**src/hw/rtl/jse_pkg.sv**
```systemverilog
// ----------------------------------------------------------------------------
// jse_pkg
// Shared types, codes and helpers for the JSON string escaper.
// ----------------------------------------------------------------------------
package jse_pkg;

  localparam int QDEPTH = 4;
  localparam int QAW    = 2;    // log2(QDEPTH)
  localparam int QCW    = 3;    // holds 0..QDEPTH

  // body kind of one command word
  localparam logic [1:0] KIND_NONE = 2'd0;
  localparam logic [1:0] KIND_BYTE = 2'd1;
  localparam logic [1:0] KIND_ESC  = 2'd2;
  localparam logic [1:0] KIND_UHEX = 2'd3;

  // what follows the body
  localparam logic [1:0] TAIL_NONE  = 2'd0;
  localparam logic [1:0] TAIL_CLOSE = 2'd1;
  localparam logic [1:0] TAIL_ERR   = 2'd2;

  localparam logic [7:0] CH_QUOTE = 8'h22;
  localparam logic [7:0] CH_BSLASH = 8'h5C;
  localparam logic [7:0] CH_U     = 8'h75;

  typedef struct packed {
    logic        open_q;
    logic [1:0]  kind;
    logic [1:0]  tail;
    logic [15:0] data;   // byte or escape letter in [7:0], code point for UHEX
  } jse_cmd_t;

  function automatic logic [7:0] hex_char(input logic [3:0] n);
    logic [7:0] c;
    if (n < 4'd10) c = 8'h30 + {4'd0, n};
    else           c = 8'h57 + {4'd0, n};   // 'a' - 10
    return c;
  endfunction

  function automatic logic [7:0] escape_letter(input logic [7:0] b);
    logic [7:0] c;
    unique case (b)
      8'h22:   c = 8'h22;
      8'h5C:   c = 8'h5C;
      8'h08:   c = 8'h62;   // b
      8'h0C:   c = 8'h66;   // f
      8'h0A:   c = 8'h6E;   // n
      8'h0D:   c = 8'h72;   // r
      8'h09:   c = 8'h74;   // t
      default: c = 8'h00;
    endcase
    return c;
  endfunction

endpackage

```
**src/hw/rtl/jse_front.sv**
```systemverilog
// ----------------------------------------------------------------------------
// jse_front
// Accepts input bytes, tracks UTF-8 gathering state and issues command words.
// ----------------------------------------------------------------------------
module jse_front import jse_pkg::*; (
  input  logic       clk,
  input  logic       rst_n,
  input  logic       cfg_we,
  input  logic [0:0] cfg_wdata,
  input  logic       in_valid,
  output logic       in_ready,
  input  logic [7:0] in_byte,
  input  logic       in_is_first,
  input  logic       in_is_last,
  input  logic       in_is_empty,
  input  logic       q_full,
  output logic       q_push,
  output jse_cmd_t   q_cmd
);

  logic        ucs2_r;
  logic [1:0]  pend_r, pend_nxt;
  logic [15:0] acc_r, acc_nxt;
  logic        drop_r, drop_nxt;
  logic        accept;
  jse_cmd_t    cmd;

  assign in_ready = !q_full;
  assign accept   = in_valid && in_ready;

  always_comb begin
    logic        erred;
    logic [7:0]  letter;
    erred    = 1'b0;
    letter   = escape_letter(in_byte);
    cmd      = '{open_q: 1'b0, kind: KIND_NONE, tail: TAIL_NONE, data: 16'd0};
    pend_nxt = in_is_first ? 2'd0  : pend_r;
    acc_nxt  = in_is_first ? 16'd0 : acc_r;
    drop_nxt = in_is_first ? 1'b0  : drop_r;
    if (in_is_empty) begin
      pend_nxt   = 2'd0;
      acc_nxt    = 16'd0;
      drop_nxt   = 1'b0;
      cmd.open_q = 1'b1;
      cmd.tail   = TAIL_CLOSE;
    end else begin
      cmd.open_q = in_is_first;
      if (drop_nxt) begin
        if (in_is_last) drop_nxt = 1'b0;
      end else begin
        if (pend_nxt != 2'd0) begin
          acc_nxt  = {acc_nxt[9:0], in_byte[5:0]};
          pend_nxt = pend_nxt - 2'd1;
          if (pend_nxt == 2'd0) begin
            cmd.kind = KIND_UHEX;
            cmd.data = acc_nxt;
          end
        end else if (letter != 8'h00) begin
          cmd.kind = KIND_ESC;
          cmd.data = {8'd0, letter};
        end else if (ucs2_r && in_byte[7]) begin
          if (in_byte[7:4] == 4'hE) begin
            acc_nxt  = {12'd0, in_byte[3:0]};
            pend_nxt = 2'd2;
          end else if (in_byte[7:5] == 3'b110) begin
            acc_nxt  = {11'd0, in_byte[4:0]};
            pend_nxt = 2'd1;
          end else begin
            erred    = 1'b1;
            cmd.tail = TAIL_ERR;
            pend_nxt = 2'd0;
            acc_nxt  = 16'd0;
            drop_nxt = !in_is_last;
          end
        end else begin
          cmd.kind = KIND_BYTE;
          cmd.data = {8'd0, in_byte};
        end
        if (in_is_last && !erred) begin
          if (pend_nxt != 2'd0) begin
            // sequence cut off by the end of the string
            cmd.tail = TAIL_ERR;
            pend_nxt = 2'd0;
            acc_nxt  = 16'd0;
            drop_nxt = 1'b0;
          end else begin
            cmd.tail = TAIL_CLOSE;
          end
        end
      end
    end
  end

  assign q_cmd  = cmd;
  assign q_push = accept && (cmd.open_q || cmd.kind != KIND_NONE || cmd.tail != TAIL_NONE);

  always_ff @(posedge clk) begin
    if (!rst_n) begin
      ucs2_r <= 1'b0;
      pend_r <= 2'd0;
      acc_r  <= 16'd0;
      drop_r <= 1'b0;
    end else begin
      if (cfg_we) ucs2_r <= cfg_wdata[0];
      if (accept) begin
        pend_r <= pend_nxt;
        acc_r  <= acc_nxt;
        drop_r <= drop_nxt;
      end
    end
  end

endmodule

```
**src/hw/rtl/jse_fifo.sv**
```systemverilog
// ----------------------------------------------------------------------------
// jse_fifo
// Short command queue between front and back.
// ----------------------------------------------------------------------------
module jse_fifo import jse_pkg::*; (
  input  logic     clk,
  input  logic     rst_n,
  input  logic     push,
  input  jse_cmd_t push_cmd,
  output logic     full,
  input  logic     pop,
  output logic     avail,
  output jse_cmd_t head
);

  jse_cmd_t         mem_r [QDEPTH];
  logic [QAW-1:0]   wr_ptr_r, rd_ptr_r;
  logic [QCW-1:0]   cnt_r, cnt_nxt;

  assign full  = (cnt_r == QCW'(QDEPTH));
  assign avail = (cnt_r != '0);
  assign head  = mem_r[rd_ptr_r];

  always_comb begin
    cnt_nxt = cnt_r;
    if (push && !pop)      cnt_nxt = cnt_r + 1'b1;
    else if (pop && !push) cnt_nxt = cnt_r - 1'b1;
  end

  always_ff @(posedge clk) begin
    if (push) mem_r[wr_ptr_r] <= push_cmd;
  end

  always_ff @(posedge clk) begin
    if (!rst_n) begin
      wr_ptr_r <= '0;
      rd_ptr_r <= '0;
      cnt_r    <= '0;
    end else begin
      if (push) wr_ptr_r <= wr_ptr_r + 1'b1;
      if (pop)  rd_ptr_r <= rd_ptr_r + 1'b1;
      cnt_r <= cnt_nxt;
    end
  end

endmodule

```
**src/hw/rtl/jse_back.sv**
```systemverilog
// ----------------------------------------------------------------------------
// jse_back
// Expands command words into escaped output bytes, one per cycle unless the output stalls.
// ----------------------------------------------------------------------------
module jse_back import jse_pkg::*; (
  input  logic       clk,
  input  logic       rst_n,
  input  logic       q_avail,
  input  jse_cmd_t   q_head,
  output logic       q_pop,
  output logic       out_valid,
  input  logic       out_ready,
  output logic [7:0] out_byte,
  output logic       out_run_last,
  output logic       out_string_done,
  output logic       out_bad_utf8
);

  localparam logic [1:0] PH_OPEN = 2'd0;
  localparam logic [1:0] PH_BODY = 2'd1;
  localparam logic [1:0] PH_TAIL = 2'd2;

  jse_cmd_t   cur_r;
  logic       busy_r, busy_nxt;
  logic [1:0] ph_r, ph_nxt;
  logic [2:0] idx_r, idx_nxt;

  logic       out_valid_r;
  logic [7:0] out_byte_r;
  logic       out_last_r, out_done_r, out_bad_r;

  logic       out_can, fire, is_last, load;
  logic [7:0] cur_byte;
  logic       cur_done, cur_bad;
  logic [2:0] body_len;

  assign out_can = !out_valid_r || out_ready;
  assign fire    = busy_r && out_can;

  always_comb begin
    unique case (cur_r.kind)
      KIND_BYTE: body_len = 3'd1;
      KIND_ESC:  body_len = 3'd2;
      KIND_UHEX: body_len = 3'd6;
      default:   body_len = 3'd0;
    endcase
  end

  // current byte
  always_comb begin
    cur_byte = CH_QUOTE;
    cur_done = 1'b0;
    cur_bad  = 1'b0;
    unique case (ph_r)
      PH_OPEN: cur_byte = CH_QUOTE;
      PH_BODY: begin
        if (cur_r.kind == KIND_BYTE) begin
          cur_byte = cur_r.data[7:0];
        end else if (idx_r == 3'd0) begin
          cur_byte = CH_BSLASH;
        end else if (cur_r.kind == KIND_ESC) begin
          cur_byte = cur_r.data[7:0];
        end else begin
          unique case (idx_r)
            3'd1:    cur_byte = CH_U;
            3'd2:    cur_byte = hex_char(cur_r.data[15:12]);
            3'd3:    cur_byte = hex_char(cur_r.data[11:8]);
            3'd4:    cur_byte = hex_char(cur_r.data[7:4]);
            default: cur_byte = hex_char(cur_r.data[3:0]);
          endcase
        end
      end
      default: begin
        cur_done = 1'b1;
        if (cur_r.tail == TAIL_ERR) begin
          cur_byte = 8'h00;
          cur_bad  = 1'b1;
        end
      end
    endcase
  end

  // step to the next emission of the same word
  always_comb begin
    ph_nxt  = PH_TAIL;
    idx_nxt = 3'd0;
    is_last = 1'b0;
    priority case (ph_r)
      PH_OPEN: begin
        if (cur_r.kind != KIND_NONE)      ph_nxt = PH_BODY;
        else if (cur_r.tail != TAIL_NONE) ph_nxt = PH_TAIL;
        else                              is_last = 1'b1;
      end
      PH_BODY: begin
        if (idx_r + 3'd1 < body_len) begin
          ph_nxt  = PH_BODY;
          idx_nxt = idx_r + 3'd1;
        end else if (cur_r.tail == TAIL_NONE) begin
          is_last = 1'b1;
        end
      end
      default: is_last = 1'b1;
    endcase
  end

  assign load  = q_avail && (!busy_r || (fire && is_last));
  assign q_pop = load;

  always_comb begin
    busy_nxt = busy_r;
    if (load)                 busy_nxt = 1'b1;
    else if (fire && is_last) busy_nxt = 1'b0;
  end

  always_ff @(posedge clk) begin
    if (load) begin
      cur_r <= q_head;
      idx_r <= 3'd0;
      if (q_head.open_q)                ph_r <= PH_OPEN;
      else if (q_head.kind != KIND_NONE) ph_r <= PH_BODY;
      else                               ph_r <= PH_TAIL;
    end else if (fire) begin
      ph_r  <= ph_nxt;
      idx_r <= idx_nxt;
    end
    if (fire) begin
      out_byte_r <= cur_byte;
      out_last_r <= is_last;
      out_done_r <= cur_done;
      out_bad_r  <= cur_bad;
    end
  end

  always_ff @(posedge clk) begin
    if (!rst_n) begin
      busy_r      <= 1'b0;
      out_valid_r <= 1'b0;
    end else begin
      busy_r <= busy_nxt;
      if (fire)           out_valid_r <= 1'b1;
      else if (out_ready) out_valid_r <= 1'b0;
    end
  end

  assign out_valid       = out_valid_r;
  assign out_byte        = out_byte_r;
  assign out_run_last    = out_last_r;
  assign out_string_done = out_done_r;
  assign out_bad_utf8    = out_bad_r;

  // error words carry a zero byte and end the string
  a_bad_done: assert property (@(posedge clk) disable iff (!rst_n)
    out_valid_r && out_bad_r |-> out_done_r && out_byte_r == 8'h00)
    else $error("error word without done or with nonzero byte");

  // closing quote and error are always the final word of their run
  a_done_last: assert property (@(posedge clk) disable iff (!rst_n)
    out_valid_r && out_done_r |-> out_last_r)
    else $error("string done not on run end");

  a_tail_kind: assert property (@(posedge clk) disable iff (!rst_n)
    busy_r && ph_r == PH_TAIL |-> cur_r.tail != TAIL_NONE)
    else $error("tail phase without tail");

  a_body_kind: assert property (@(posedge clk) disable iff (!rst_n)
    busy_r && ph_r == PH_BODY |-> cur_r.kind != KIND_NONE && idx_r < body_len)
    else $error("body index out of range");

endmodule

```
**src/hw/rtl/json_string_escaper_top.sv**
```systemverilog
// A word's command passes the command queue, the expander's word register and the
// output register. Throughput: one input word per cycle while each yields at most
// one result and the output is not stalled; a word with n results (n up to 7) holds
// the output expander until its last result is sent, and a 4-entry command queue
// lets the input side keep accepting meanwhile. Reset (rst_n low, synchronous)
// clears UTF-8 gather state, queue and output; force_ucs2 resets to 0.
// ----------------------------------------------------------------------------
// json_string_escaper_top
// JSON string escaper: quotes, backslash escapes and optional \uXXXX output.
// ----------------------------------------------------------------------------
module json_string_escaper_top import jse_pkg::*; (
  input  logic       clk,
  input  logic       rst_n,
  input  logic       cfg_we,
  input  logic [0:0] cfg_wdata,
  input  logic       in_valid,
  output logic       in_ready,
  input  logic [7:0] in_byte,
  input  logic       in_is_first,
  input  logic       in_is_last,
  input  logic       in_is_empty,
  output logic       out_valid,
  input  logic       out_ready,
  output logic [7:0] out_byte,
  output logic       out_run_last,
  output logic       out_string_done,
  output logic       out_bad_utf8
);

  logic     q_full, q_push, q_pop, q_avail;
  jse_cmd_t q_cmd, q_head;

  jse_front u_front (
    .clk         (clk),
    .rst_n       (rst_n),
    .cfg_we      (cfg_we),
    .cfg_wdata   (cfg_wdata),
    .in_valid    (in_valid),
    .in_ready    (in_ready),
    .in_byte     (in_byte),
    .in_is_first (in_is_first),
    .in_is_last  (in_is_last),
    .in_is_empty (in_is_empty),
    .q_full      (q_full),
    .q_push      (q_push),
    .q_cmd       (q_cmd)
  );

  jse_fifo u_fifo (
    .clk      (clk),
    .rst_n    (rst_n),
    .push     (q_push),
    .push_cmd (q_cmd),
    .full     (q_full),
    .pop      (q_pop),
    .avail    (q_avail),
    .head     (q_head)
  );

  jse_back u_back (
    .clk             (clk),
    .rst_n           (rst_n),
    .q_avail         (q_avail),
    .q_head          (q_head),
    .q_pop           (q_pop),
    .out_valid       (out_valid),
    .out_ready       (out_ready),
    .out_byte        (out_byte),
    .out_run_last    (out_run_last),
    .out_string_done (out_string_done),
    .out_bad_utf8    (out_bad_utf8)
  );

endmodule

```
**config.mk**
```make
export PLATFORM = sky130hd
export DESIGN_NAME = json_string_escaper_top
export DESIGN_NICKNAME = d
export VERILOG_FILES = /design/src/hw/rtl/jse_pkg.sv /design/src/hw/rtl/jse_front.sv /design/src/hw/rtl/jse_fifo.sv /design/src/hw/rtl/jse_back.sv /design/src/hw/rtl/json_string_escaper_top.sv
export SDC_FILE = /design/constraint.sdc
export NUM_CORES = 1
export LEC_CHECK = 0
export ABC_AREA = 1
export BUFFER_PORTS_ARGS = -buffer_cell sky130_fd_sc_hd__buf_2
export CAP_MARGIN = 20
export CORE_UTILIZATION = 45
export DETAILED_ROUTE_END_ITERATION = 6
export SETUP_SLACK_MARGIN = 0.02
export SLEW_MARGIN = 20
export SYNTH_ARGS = -nofsm -noshare
export SYNTH_HDL_FRONTEND = slang
export SYNTH_SLANG_ARGS = --single-unit
```
**constraint.sdc**
```tcl
create_clock -name clk -period 3.87 [get_ports clk]
set_clock_uncertainty 0.15 [all_clocks]
set_input_delay 0.5805 -clock clk [delete_from_list [all_inputs] [get_ports clk]]
set_output_delay 0.5805 -clock clk [all_outputs]
set_load 0.01 [all_outputs]
```
==> results.ini, run 1 <==
[cells_and_area]
layout_commonest_cell = nand2_1
antenna_cells = 0
drive_above_1_share_pct = 14.49
final_cell_mix = nand2_1 (125), edfxtp_1 (117), nor2_1 (98), o21ai_0 (82), inv_1 (65)
regArea_um2 = 4074
multi_input_area_um2 = 2550
syn2layout_area_growth_pct = 12.46
layout.nets = 808
n_fill_cell = 1357
final_util_pct = 51.93

[power]
power_switching_w = 0.001925
powerDensity_nw_per_um2 = 678.6
power.share.clock_pct = 27.0
power.internal_w = 0.003432
seqPwrFrac_pct = 42.6
ir_drop_mv = 0.3116
swShare_pct = 35.94
comb_power_share_pct = 30.4
p_leak_nw = 3.095

[sta]
rsz0062_at_grt = false
layout_min_cycle_time_ns = 3.096
fin_crit_sh_pct = 80.00
hold_violations = 0
max_freq_ghz = 0.3230
worst_slew_pin_slew_ns = 0.8828
drv_slew = 0
setup_viol = 0
final.setup.tns_ns = 0
slew-limit-headroom_pct = 40.37

[logic_synthesis]
synthesis.nets = 774
yosysSeqAreaShare_pct = 58.04
synthXorXnorAreaFrac_pct = 0.1248
synth_cells = 740
synth-compound-area-share_pct = 14.30
syn_area_um2 = 7019
synth_mux_area_share_pct = 0
synthSimpleGateAreaFrac_pct = 18.77
yosysTopAreaCellShare_pct = 50.05
ys_ff_latch = 145
synth_top_family_by_area = simple AND/OR/NAND/NOR gates
yosys-top-cells-area = edfxtp_1 (50%), dfxtp_1 (8.0%), nand2_1 (6.7%)
synthAdderAreaFrac_pct = 3.137
yosysWarningCount = 0
synth_cell_type_count = 40
synth.avg_cell_area_um2 = 9.485
synth.largest_area_cell = edfxtp_1

[clock_tree]
cts.htree.levels = 4
clkSlewWorstSetupHoldPaths_ns = 0.06
cts_resized = 0
post_cts_buffers = 0
holdBufCountCts = 0
clockBufferDepth = 2
root_buffer = clkbuf_16
cts_buffers = 17
clock_latency_ns = 0.42
cts_tree = yes
cts.sinks = 145

[setup_path]
critPathSlowestCell = fa_1
start_kind = flop
worstSetupPathType = reg -> reg
path_buf_inv = 2
crit_fanout = 8
endpoint_kind = flop
slowest_delay_ns = 0.38
path_cells = ha_1, ha_1, inv_1, ha_1, a21oi_1, nand2_1, nand4_1, nand3_1, nand2_1, nand2_2, nand2_4, ha_1, inv_1, fa_1, nor2_1, nor2_1, nand2_1, o21ai_0, a21oi_1
worst_ep_required_time_ns = 4.07
arrival_ns = 3.29
critical-path-top-cell-by-count = ha_1
path_delay_family = adder cells

[routing]
antenna_left = 0
viasPerCell = 5.389
vias = 5254
drt-wirelength-per-cell_um = 15.82
postRouteWirelength_mm = 15.42
dr.pass1.iters = 4
route.detailed.drc = 0
drt_iter0_markers = 471

[global_route]
grt_antenna_before_repair = 0
grt_pass1_vias = 5097
grt_max_degree = 44
grt_pass1_wl_mm = 24.81
grt_util_all_layers_pct = 20.31
grt-ovfl-total = 0

[floorplanning]
row_count = 45
start_util_pct = 46.17
core_um2 = 15200
boundaryPins = 30
die_w_um = 126.9
die_area_um2 = 16100
dieHeight_um = 126.9

[placed_design]
place_congestion = 0.8995
dp.final_hpwl_mm = 10.98
io_buffers = 29

[job]
cap_violations = 0

[min_path]
hold_class = in -> reg

[run_status]
outcome = finished clean

power by group through the flow:
stage          logic (W)  registers (W)  clock network (W)
6_report         0.00163        0.00228            0.00144
2_1_floorplan    0.00116        0.00229                  0
5_1_grt          0.00187        0.00232            0.00154
4_1_cts          0.00164        0.00228            0.00147
3_5_place_dp     0.00164        0.00231                  0
3_3_place_gp     0.00160        0.00231                  0
stage by stage:
stage               hold WS, ns  setup WS (ns)  std cells  area (µm²)  power (W)
finish                   0.1948         0.7740        975        7894   0.005357
global route             0.2069         0.4942        975        7894   0.005725
CTS                      0.1779         0.7535        975        7894   0.005399
detailed placement       0.3238         0.5052        943        7375   0.003952
global placement         0.3207         0.6222        943        7375   0.003903
floorplan                0.3028         0.9409        740        7019   0.003455
path summary, 6_finish.rpt:
kind / cells after the start / to / slack, ns / startpoint
setup / recovery: 19 / u_fifo.cnt_r[2] / 0.77 / u_back.idx_r[0]
hold reg to reg: 2 / u_fifo.cnt_r[2] / 0.33 / u_fifo.cnt_r[2]
setup reg to reg: 19 / u_fifo.cnt_r[2] / 0.77 / u_back.idx_r[0]
hold / removal: 2 / u_front.ucs2_r / 0.19 / cfg_we
logic make-up after synthesis:
| logic type | count (synthesis) |
|---|---|
| AO/OA/AOI/OAI | 178 |
| XOR/XNOR | 1 |
| adder cells (fa/ha/maj) | 17 |
| buffers and inverters | 104 |
| flip-flops | 145 |
| AND/OR/NAND/NOR | 295 |
state kept, by name, indices dropped and copies added, names as in the netlist, named ones only:
| register | count |
|---|---|
| u_front.pend_r | 2 |
| u_fifo.mem_r | 84 |
| u_front.ucs2_r | 1 |
| u_back.out_byte | 8 |
| u_back.out_string_done | 1 |
| u_fifo.cnt_r | 3 |
| u_back.busy_r | 1 |
| u_front.drop_r | 1 |
| u_fifo.wr_ptr_r | 2 |
| u_fifo.rd_ptr_r | 2 |
| u_back.cur_r | 20 |
| u_back.idx_r | 3 |
| u_back.out_run_last | 1 |
| u_back.out_bad_utf8 | 1 |
| u_front.acc_r | 10 |
| u_back.out_valid | 1 |
| u_back.ph_r | 2 |
cells in the mapped netlist, drive strengths merged:
master and n:
o21a 1, ha 16, o31ai 2, o22ai 25
dfxtp 28, o41ai 1, o311ai 1, o21ai 94
nor2 105, nor4 1, fa 1, edfxtp 117
inv 82, clkbuf 19, nand3b 1, o211ai 6
a41oi 4, nand2 142, a31oi 6, nor3 8
buf 3, a21oi 33, nand3 29, or2 1
nand4 8, o21bai 1, xor2 1, o2111ai 1
o221ai 3
final cells by class:
cell class                 count  share of cell area (%)
multi-input combinational    491                   32.30
clock inverter                13                   1.094
sequential                   145                   51.61
inverter                      82                   3.931
tap                          188                   2.980
clock buffer                  19                   5.484
timing repair buffer          37                   2.599
layer usage:
metal  part of all wire, %  wire [µm]  up-vias  GRT usage (%)
met3                   4.1        630       43          4.091
met1                    44       6792     2431          25.06
met4                   3.2        497        0          9.944
met5                     0          0        -              0
li1                      -          -     2638              -
met2                    49       7503      142          34.10
worst reg2reg max path, cell delays in order, from the launching register on:
cell	delay, ns
dfxtp_1	0.35
ha_1	0.22
ha_1	0.27
inv_1	0.05
ha_1	0.30
a21oi_1	0.13
nand2_1	0.08
nand4_1	0.08
nand3_1	0.09
nand2_1	0.09
nand2_2	0.09
nand2_4	0.11
ha_1	0.15
inv_1	0.06
fa_1	0.38
nor2_1	0.12
nor2_1	0.04
nand2_1	0.07
o21ai_0	0.07
a21oi_1	0.12
(Power assumes the default switching activity.)
==> inputs of run 2 (changes only) <==
==> constraint.sdc (replaced) <==
create_clock -name clk -period 2.8 [get_ports clk]
set_clock_uncertainty 0.15 [all_clocks]
set_input_delay 0.42 -clock clk [delete_from_list [all_inputs] [get_ports clk]]
set_output_delay 0.42 -clock clk [all_outputs]
set_load 0.01 [all_outputs]
==> results.ini, run 2 (synthesis results as in run 1) <==
[floorplanning]
die_area_um2 = 16100  ; unchanged
die_w_um = 126.9  ; unchanged
core_um2 = 15200  ; unchanged
dieHeight_um = 126.9  ; unchanged
start_util_pct = 46.17  ; unchanged
boundaryPins = 30  ; unchanged
row_count = 45  ; unchanged

[global_route]
grt-ovfl-total = 0  ; unchanged
grt_pass1_vias = 5233  ; +2.7%
grt_util_all_layers_pct = 21.17  ; +0.86 points
grt_pass1_wl_mm = 26.00  ; +4.8%
grt_max_degree = 33  ; -25%
grt_antenna_before_repair = 0  ; unchanged

[job]
cap_violations = 0  ; unchanged

[sta]
max_freq_ghz = 0.3670  ; +14%
drv_slew = 0  ; unchanged
worst_slew_pin_slew_ns = 0.7267  ; -0.1562 ns
hold_slack_ns = 0.04272  ; -0.1521 ns
rsz0062_at_grt = true
slew-limit-headroom_pct = 50.92  ; +11 points
final.setup.tns_ns = 0  ; unchanged
hold_violations = 0  ; unchanged
setup_viol = 0  ; unchanged
fin_crit_sh_pct = 97.31  ; +17 points
layout_min_cycle_time_ns = 2.725  ; -0.3713 ns

[cells_and_area]
reg_top3 = u_fifo.mem_r (84), u_back.cur_r (20), u_front.acc_r (10)
n_fill_cell = 1341  ; -1.2%
drive_above_1_share_pct = 20.22  ; +5.7 points
regArea_um2 = 4076  ; about the same
largest_reg_flops = 84  ; unchanged
syn2layout_area_growth_pct = 19.75
final_cell_mix = nand2_1 (123), edfxtp_1 (117), nor2_1 (96), o21ai_0 (80), inv_1 (61)
multi_input_area_um2 = 2655  ; +4.1%
largest_register = u_fifo.mem_r
layout_commonest_cell = nand2_1
layout.nets = 842  ; +4.2%
antenna_cells = 0  ; unchanged

[run_status]
outcome = finished clean

[power]
ir_drop_mv = 0.4145  ; +33%
seqPwrFrac_pct = 39.1  ; -3.5 points
power.internal_w = 0.005341  ; +56%
powerDensity_nw_per_um2 = 964.4  ; +42%
power.share.clock_pct = 28.4  ; +1.4 points
power_switching_w = 0.002766  ; +44%
swShare_pct = 34.11  ; -1.8 points
comb_power_share_pct = 32.5  ; +2.1 points
p_leak_nw = 3.318  ; +7.2%

[setup_path]
worstSetupPathType = reg -> reg
startpoint = u_back.idx_r[0]
rrSetupSlack_ns = 0.08  ; -0.70 ns
r2r_start = u_back.idx_r[0]
worst_ep_required_time_ns = 3.00  ; -1.07 ns
endpoint_kind = flop
r2r_end = u_fifo.cnt_r[2]
arrival_ns = 2.92  ; -0.37 ns
crit_fanout = 2  ; -6
critPathCapture = u_fifo.cnt_r[2]
ff2ff_path_depth = 19  ; unchanged
start_kind = flop

[placed_design]
dp.final_hpwl_mm = 11.19  ; +1.9%
place_congestion = 0.9090  ; +1.1%
io_buffers = 29  ; unchanged

[clock_tree]
clkSlewWorstSetupHoldPaths_ns = 0.06  ; about the same
root_buffer = clkbuf_16
clock_latency_ns = 0.41  ; about the same
cts_buffers = 17  ; unchanged
cts_tree = yes
clockBufferDepth = 2  ; unchanged
cts.htree.levels = 4  ; unchanged
cts.sinks = 145  ; unchanged

[routing]
dr.pass1.iters = 5  ; +1
drt-wirelength-per-cell_um = 15.71  ; -0.69%
antenna_left = 0  ; unchanged
route.detailed.drc = 0  ; unchanged
viasPerCell = 5.403  ; +0.27%
drt_iter0_markers = 413  ; -12%
vias = 5452  ; +3.8%
postRouteWirelength_mm = 15.85  ; +2.8%

[min_path]
hold_class = in -> reg

[run 2: worst min path at each step]
stage / startpoint / endpoint / cells after the start
after detailed placement: u_fifo.cnt_r[2] / u_fifo.cnt_r[2] / 2
after CTS: cfg_we / u_front.ucs2_r / 2
after global routing: cfg_we / u_front.ucs2_r / 2
after global placement: u_front.acc_r[4] / u_front.acc_r[4] / 2
final: cfg_we / u_front.ucs2_r / 2
after floorplan: u_fifo.cnt_r[2] / u_fifo.cnt_r[2] / 2
[run 2: final cells by class]
| type | count | share of cell area [%] |
|---|---|---|
| sequential | 145 | 48.50 |
| multi-input combinational | 491 | 31.59 |
| timing repair buffer | 71 | 6.222 |
| clock buffer | 20 | 5.195 |
| inverter | 82 | 3.721 |
| tap | 188 | 2.798 |
| clock inverter | 12 | 1.980 |
[run 2: worst max-delay path, cell delays in order, from the launching register on]
cell	delay, ns
dfxtp_2	0.33
ha_4	0.16
ha_4	0.25
inv_2	0.04
ha_4	0.22
a21oi_2	0.13
nand2_2	0.08
nand4_1	0.10
nand3_2	0.10
nand2_2	0.08
nand2_2	0.06
nand2_4	0.07
ha_4	0.13
inv_4	0.03
fa_2	0.34
nor2_2	0.08
nor2_1	0.04
nand2_1	0.07
o21ai_1	0.06
a21oi_1	0.13
[run 2: layer usage]
metal / global-route usage [%] / vias up / routed length [µm]
li1: - / 2710 / -
met1: 26.05 / 2567 / 7009
met2: 36.39 / 155 / 7974
met3: 4.597 / 20 / 659
met4: 8.193 / 0 / 208
met5: 0 / - / 0
[run 2: what timing repair did]
item / in CTS / in global routing
hold buffers: 0 / 0
resized for setup: 12 / 11
pin swaps: 12 / 7
endpoints found under the setup margin: 2 / 2
setup buffers: 2 / 1
cloned: 0 / 0
[run 2: metrics by stage]
stage	area, µm²	total power (W)	util (%)	setup slack, ns	std cells
3_3_place_gp	7676	0.005578	50.49	-0.02055	974
2_1_floorplan	7023	0.004779	-	0.02210	740
6_report	8406	0.008107	55.29	0.07536	1009
4_1_cts	8344	0.008061	54.89	0.02358	1008
3_5_place_dp	7676	0.005662	50.49	-0.1199	974
5_1_grt	8406	0.008624	55.29	-0.07885	1009
[run 2: power groups by stage]
stage	registers, W	logic [W]	clock network (W)
floorplan	0.00317	0.00161	0
global placement	0.00320	0.00237	0
detailed placement	0.00321	0.00245	0
CTS	0.00317	0.00255	0.00235
global route	0.00323	0.00297	0.00243
finish	0.00317	0.00263	0.00230
==> inputs of run 3 (changes only) <==
--- a/config.mk
+++ b/config.mk
@@ -11,7 +11,9 @@
 export CORE_UTILIZATION = 45
 export DETAILED_ROUTE_END_ITERATION = 6
 export SETUP_SLACK_MARGIN = 0.02
+export SKIP_CTS_REPAIR_TIMING = 1
 export SLEW_MARGIN = 20
 export SYNTH_ARGS = -nofsm -noshare
 export SYNTH_HDL_FRONTEND = slang
+export SYNTH_HIERARCHICAL = 1
 export SYNTH_SLANG_ARGS = --single-unit
==> results.ini, run 3 <==
[clock_tree]
clockBufferDepth = 2  ; unchanged
clkSlewWorstSetupHoldPaths_ns = 0.06  ; about the same
root_buffer = clkbuf_16
cts_buffers = 17  ; unchanged
cts_tree = yes
clock_latency_ns = 0.42  ; about the same
cts.sinks = 145  ; unchanged
cts.htree.levels = 4  ; unchanged

[setup_path]
path_cells = ha_4, ha_4, inv_2, ha_4, nand2_2, inv_2, nand2_2, nand2_2, nand3_2, nand3_2, nand2_2, nand2_4, nand2_4, inv_8, inv_4, ha_4, inv_2, fa_2, o21ai_2, nor2_1
critPathSlowestCell = fa_2
slowest_delay_ns = 0.44  ; +0.10 ns
start_kind = flop
crit_fanout = 4  ; +2
endpoint_kind = flop
arrival_ns = 2.95  ; +0.03 ns
startpoint = u_back/idx_r[0]
r2r_start = u_back/idx_r[0]
worstSetupPathType = reg -> reg
worst_ep_required_time_ns = 2.96  ; -0.04 ns

[sta]
worst_slew_pin_slew_ns = 0.6107  ; -0.1160 ns
fin_ws_ns = 0.01332  ; -0.06204 ns
setup_viol = 0  ; unchanged
hold_violations = 0  ; unchanged
max_freq_ghz = 0.3589  ; -2.2%
slew-limit-headroom_pct = 58.94  ; +8.0 points
layout_min_cycle_time_ns = 2.787  ; +0.06204 ns
fin_crit_sh_pct = 99.52  ; +2.2 points
hold_slack_ns = 0.09288  ; +0.05016 ns
drv_slew = 0  ; unchanged
rsz0062_at_grt = true

[global_route]
grt_pass1_vias = 5321  ; +1.7%
grt_antenna_before_repair = 0  ; unchanged
grt_max_degree = 43  ; +30%
grt_busiest_layer = met2
grt-ovfl-total = 0  ; unchanged
grtUsageMet2_pct = 36.72  ; +0.33 points
groute.layer.met1.usage_pct = 25.07  ; -0.98 points
met3_usage_pct = 3.368  ; -1.2 points
grt_pass1_wl_mm = 25.82  ; -0.69%
grt_util_all_layers_pct = 20.76  ; -0.41 points

[power]
comb_power_share_pct = 32.5  ; about the same
powerDensity_nw_per_um2 = 951.7  ; -1.3%
swShare_pct = 35.43  ; +1.3 points
power.share.clock_pct = 27.8  ; -0.6 points
seqPwrFrac_pct = 39.7  ; +0.6 points
ir_drop_mv = 0.5516  ; +33%
p_leak_nw = 3.453  ; +4.1%
power_switching_w = 0.002862  ; +3.5%
power.internal_w = 0.005216  ; -2.3%

[placed_design]
place_congestion = 0.9353  ; +2.9%
place_ws_ns = -0.04197  ; +0.07796 ns
dp.final_hpwl_mm = 11.65  ; +4.1%
io_buffers = 29  ; unchanged

[logic_synthesis]
yosysMostFrequentCell = nand2_1
async_flop_share_pct = 0  ; unchanged
synth_edf_count = 117  ; unchanged
yosys-top-cells-area = edfxtp_1 (49%), nand2_1 (8.5%), dfxtp_1 (7.8%)
syn_area_um2 = 7228  ; +3.0%
synth-main-ff-cell = edfxtp_1
yosysWarningCount = 6  ; +6
yosysSeqAreaShare_pct = 56.36  ; -1.7 points
synthesis.nets = 823  ; +6.3%
synth.avg_cell_area_um2 = 9.161  ; -3.4%
synth_cells = 789  ; +6.6%
ys_ff_latch = 145  ; unchanged
synth.largest_area_cell = edfxtp_1
yosysTopAreaCellShare_pct = 48.61  ; -1.4 points
synth_cell_type_count = 39  ; -2.5%
synthTopCellsByCount = nand2_1 (164), edfxtp_1 (117), nor2_1 (104)

[cells_and_area]
layout.nets = 887  ; +5.3%
antenna_cells = 0  ; unchanged
largest_reg_flops = 84  ; unchanged
reg_top3 = u_fifo/mem_r (84), u_back/cur_r (20), u_front/acc_r (10)
layout_commonest_cell = nand2_1
largest_register = u_fifo/mem_r
final_cell_mix = nand2_1 (162), edfxtp_1 (117), nor2_1 (104), inv_1 (78), o21ai_0 (61)
syn2layout_area_growth_pct = 17.43
drive_above_1_share_pct = 17.55  ; -2.7 points

[routing]
drt-wirelength-per-cell_um = 15.10  ; -3.9%
antenna_left = 0  ; unchanged
drt_iter0_markers = 299  ; -28%
route.detailed.drc = 0  ; unchanged
vias = 5594  ; +2.6%
postRouteWirelength_mm = 16.26  ; +2.6%
dr.pass1.iters = 4  ; -1
viasPerCell = 5.194  ; -3.9%

[min_path]
hold_class = in -> reg
min_from = cfg_wdata

[floorplanning]
start_util_pct = 46.85  ; +0.68 points
core_um2 = 15430  ; +1.5%
boundaryPins = 30  ; unchanged
die_area_um2 = 16570  ; +2.9%
dieHeight_um = 128.7  ; +1.5%
die_w_um = 128.7  ; +1.5%
row_count = 45  ; unchanged

[job]
cap_violations = 0  ; unchanged

[run_status]
outcome = finished clean

## run 3: cell count changes after synthesis, moves of 6 or more
cell	previous run	this run
inv_2	16	6
a21oi_1	32	47
nor2_2	2	9
buf_6	0	8
nand2_2	14	7
nand2_1	125	164
nand3_1	25	35
o21ai_1	12	23
clkbuf_1	19	5
inv_1	65	82
o21ai_0	82	62
nor2_1	98	104
## run 3: logic make-up after synthesis
| logic type | after synthesis | synth area share [%] |
|---|---|---|
| flops | 145 | 56.36 |
| fa+ha+maj | 17 | 3.047 |
| compound gates | 169 | 12.65 |
| xor+xnor | 1 | 0.1212 |
| buf+inv | 114 | 7.149 |
| simple gates | 343 | 20.67 |
## run 3: layer usage
layer  up-vias  share of wire, %  routed length (µm)
li1       2796                 -                   -
met5         -                 0                   0
met2       119                50                8101
met4         0               1.7                 284
met1      2657                45                7286
met3        22               3.6                 593
## run 3: final timing paths
kind / to / slack (ns) / cells after the start
max: u_fifo/cnt_r[1] / 0.01 / 20
min: u_front/ucs2_r / 0.09 / 3
max reg2reg: u_fifo/cnt_r[1] / 0.01 / 20
min reg2reg: u_fifo/rd_ptr_r[1] / 0.30 / 1
## run 3: power groups by stage
| stage | Sequential (W) | Combinational [W] | Clock, W |
|---|---|---|---|
| 6_report | 0.00321 | 0.00262 | 0.00225 |
| 5_1_grt | 0.00326 | 0.00297 | 0.00236 |
| 4_1_cts | 0.00320 | 0.00255 | 0.00229 |
| 3_5_place_dp | 0.00325 | 0.00254 | 0 |
| 3_3_place_gp | 0.00323 | 0.00248 | 0 |
| 2_1_floorplan | 0.00318 | 0.00193 | 0 |
## run 3: cell type report
| class | count | area, µm² |
|---|---|---|
| timing repair buffer | 67 | 480.5 |
| multi-input combinational | 530 | 2703 |
| clock buffer | 17 | 425.4 |
| clock inverter | 15 | 168.9 |
| tap | 211 | 264.0 |
| sequential | 145 | 4081 |
| fill | 1405 | 6939 |
| inverter | 92 | 365.4 |
## run 3: critical path, delay by kind of cell (launching register included)
kind / cells / cell delay, ns
AO/OA/AOI/OAI: 1 / 0.12
AND/OR/NAND/NOR: 9 / 0.56
flip-flops: 1 / 0.36
buffers and inverters: 5 / 0.23
adder cells (fa/ha/maj): 5 / 1.27
## run 3: through the flow
stage | TNS, ns | area [µm²] | util, % | power (W) | instances
after floorplan | 0 | 7292 | - | 0.005113 | 789
after global placement | 0 | 7855 | 50.92 | 0.005711 | 1042
after detailed placement | -0.04197 | 7855 | 50.92 | 0.005788 | 1042
after CTS | -0.06366 | 8449 | 54.77 | 0.008038 | 1074
after global routing | -0.3695 | 8488 | 55.02 | 0.008592 | 1077
final | 0 | 8488 | 55.02 | 0.008078 | 1077
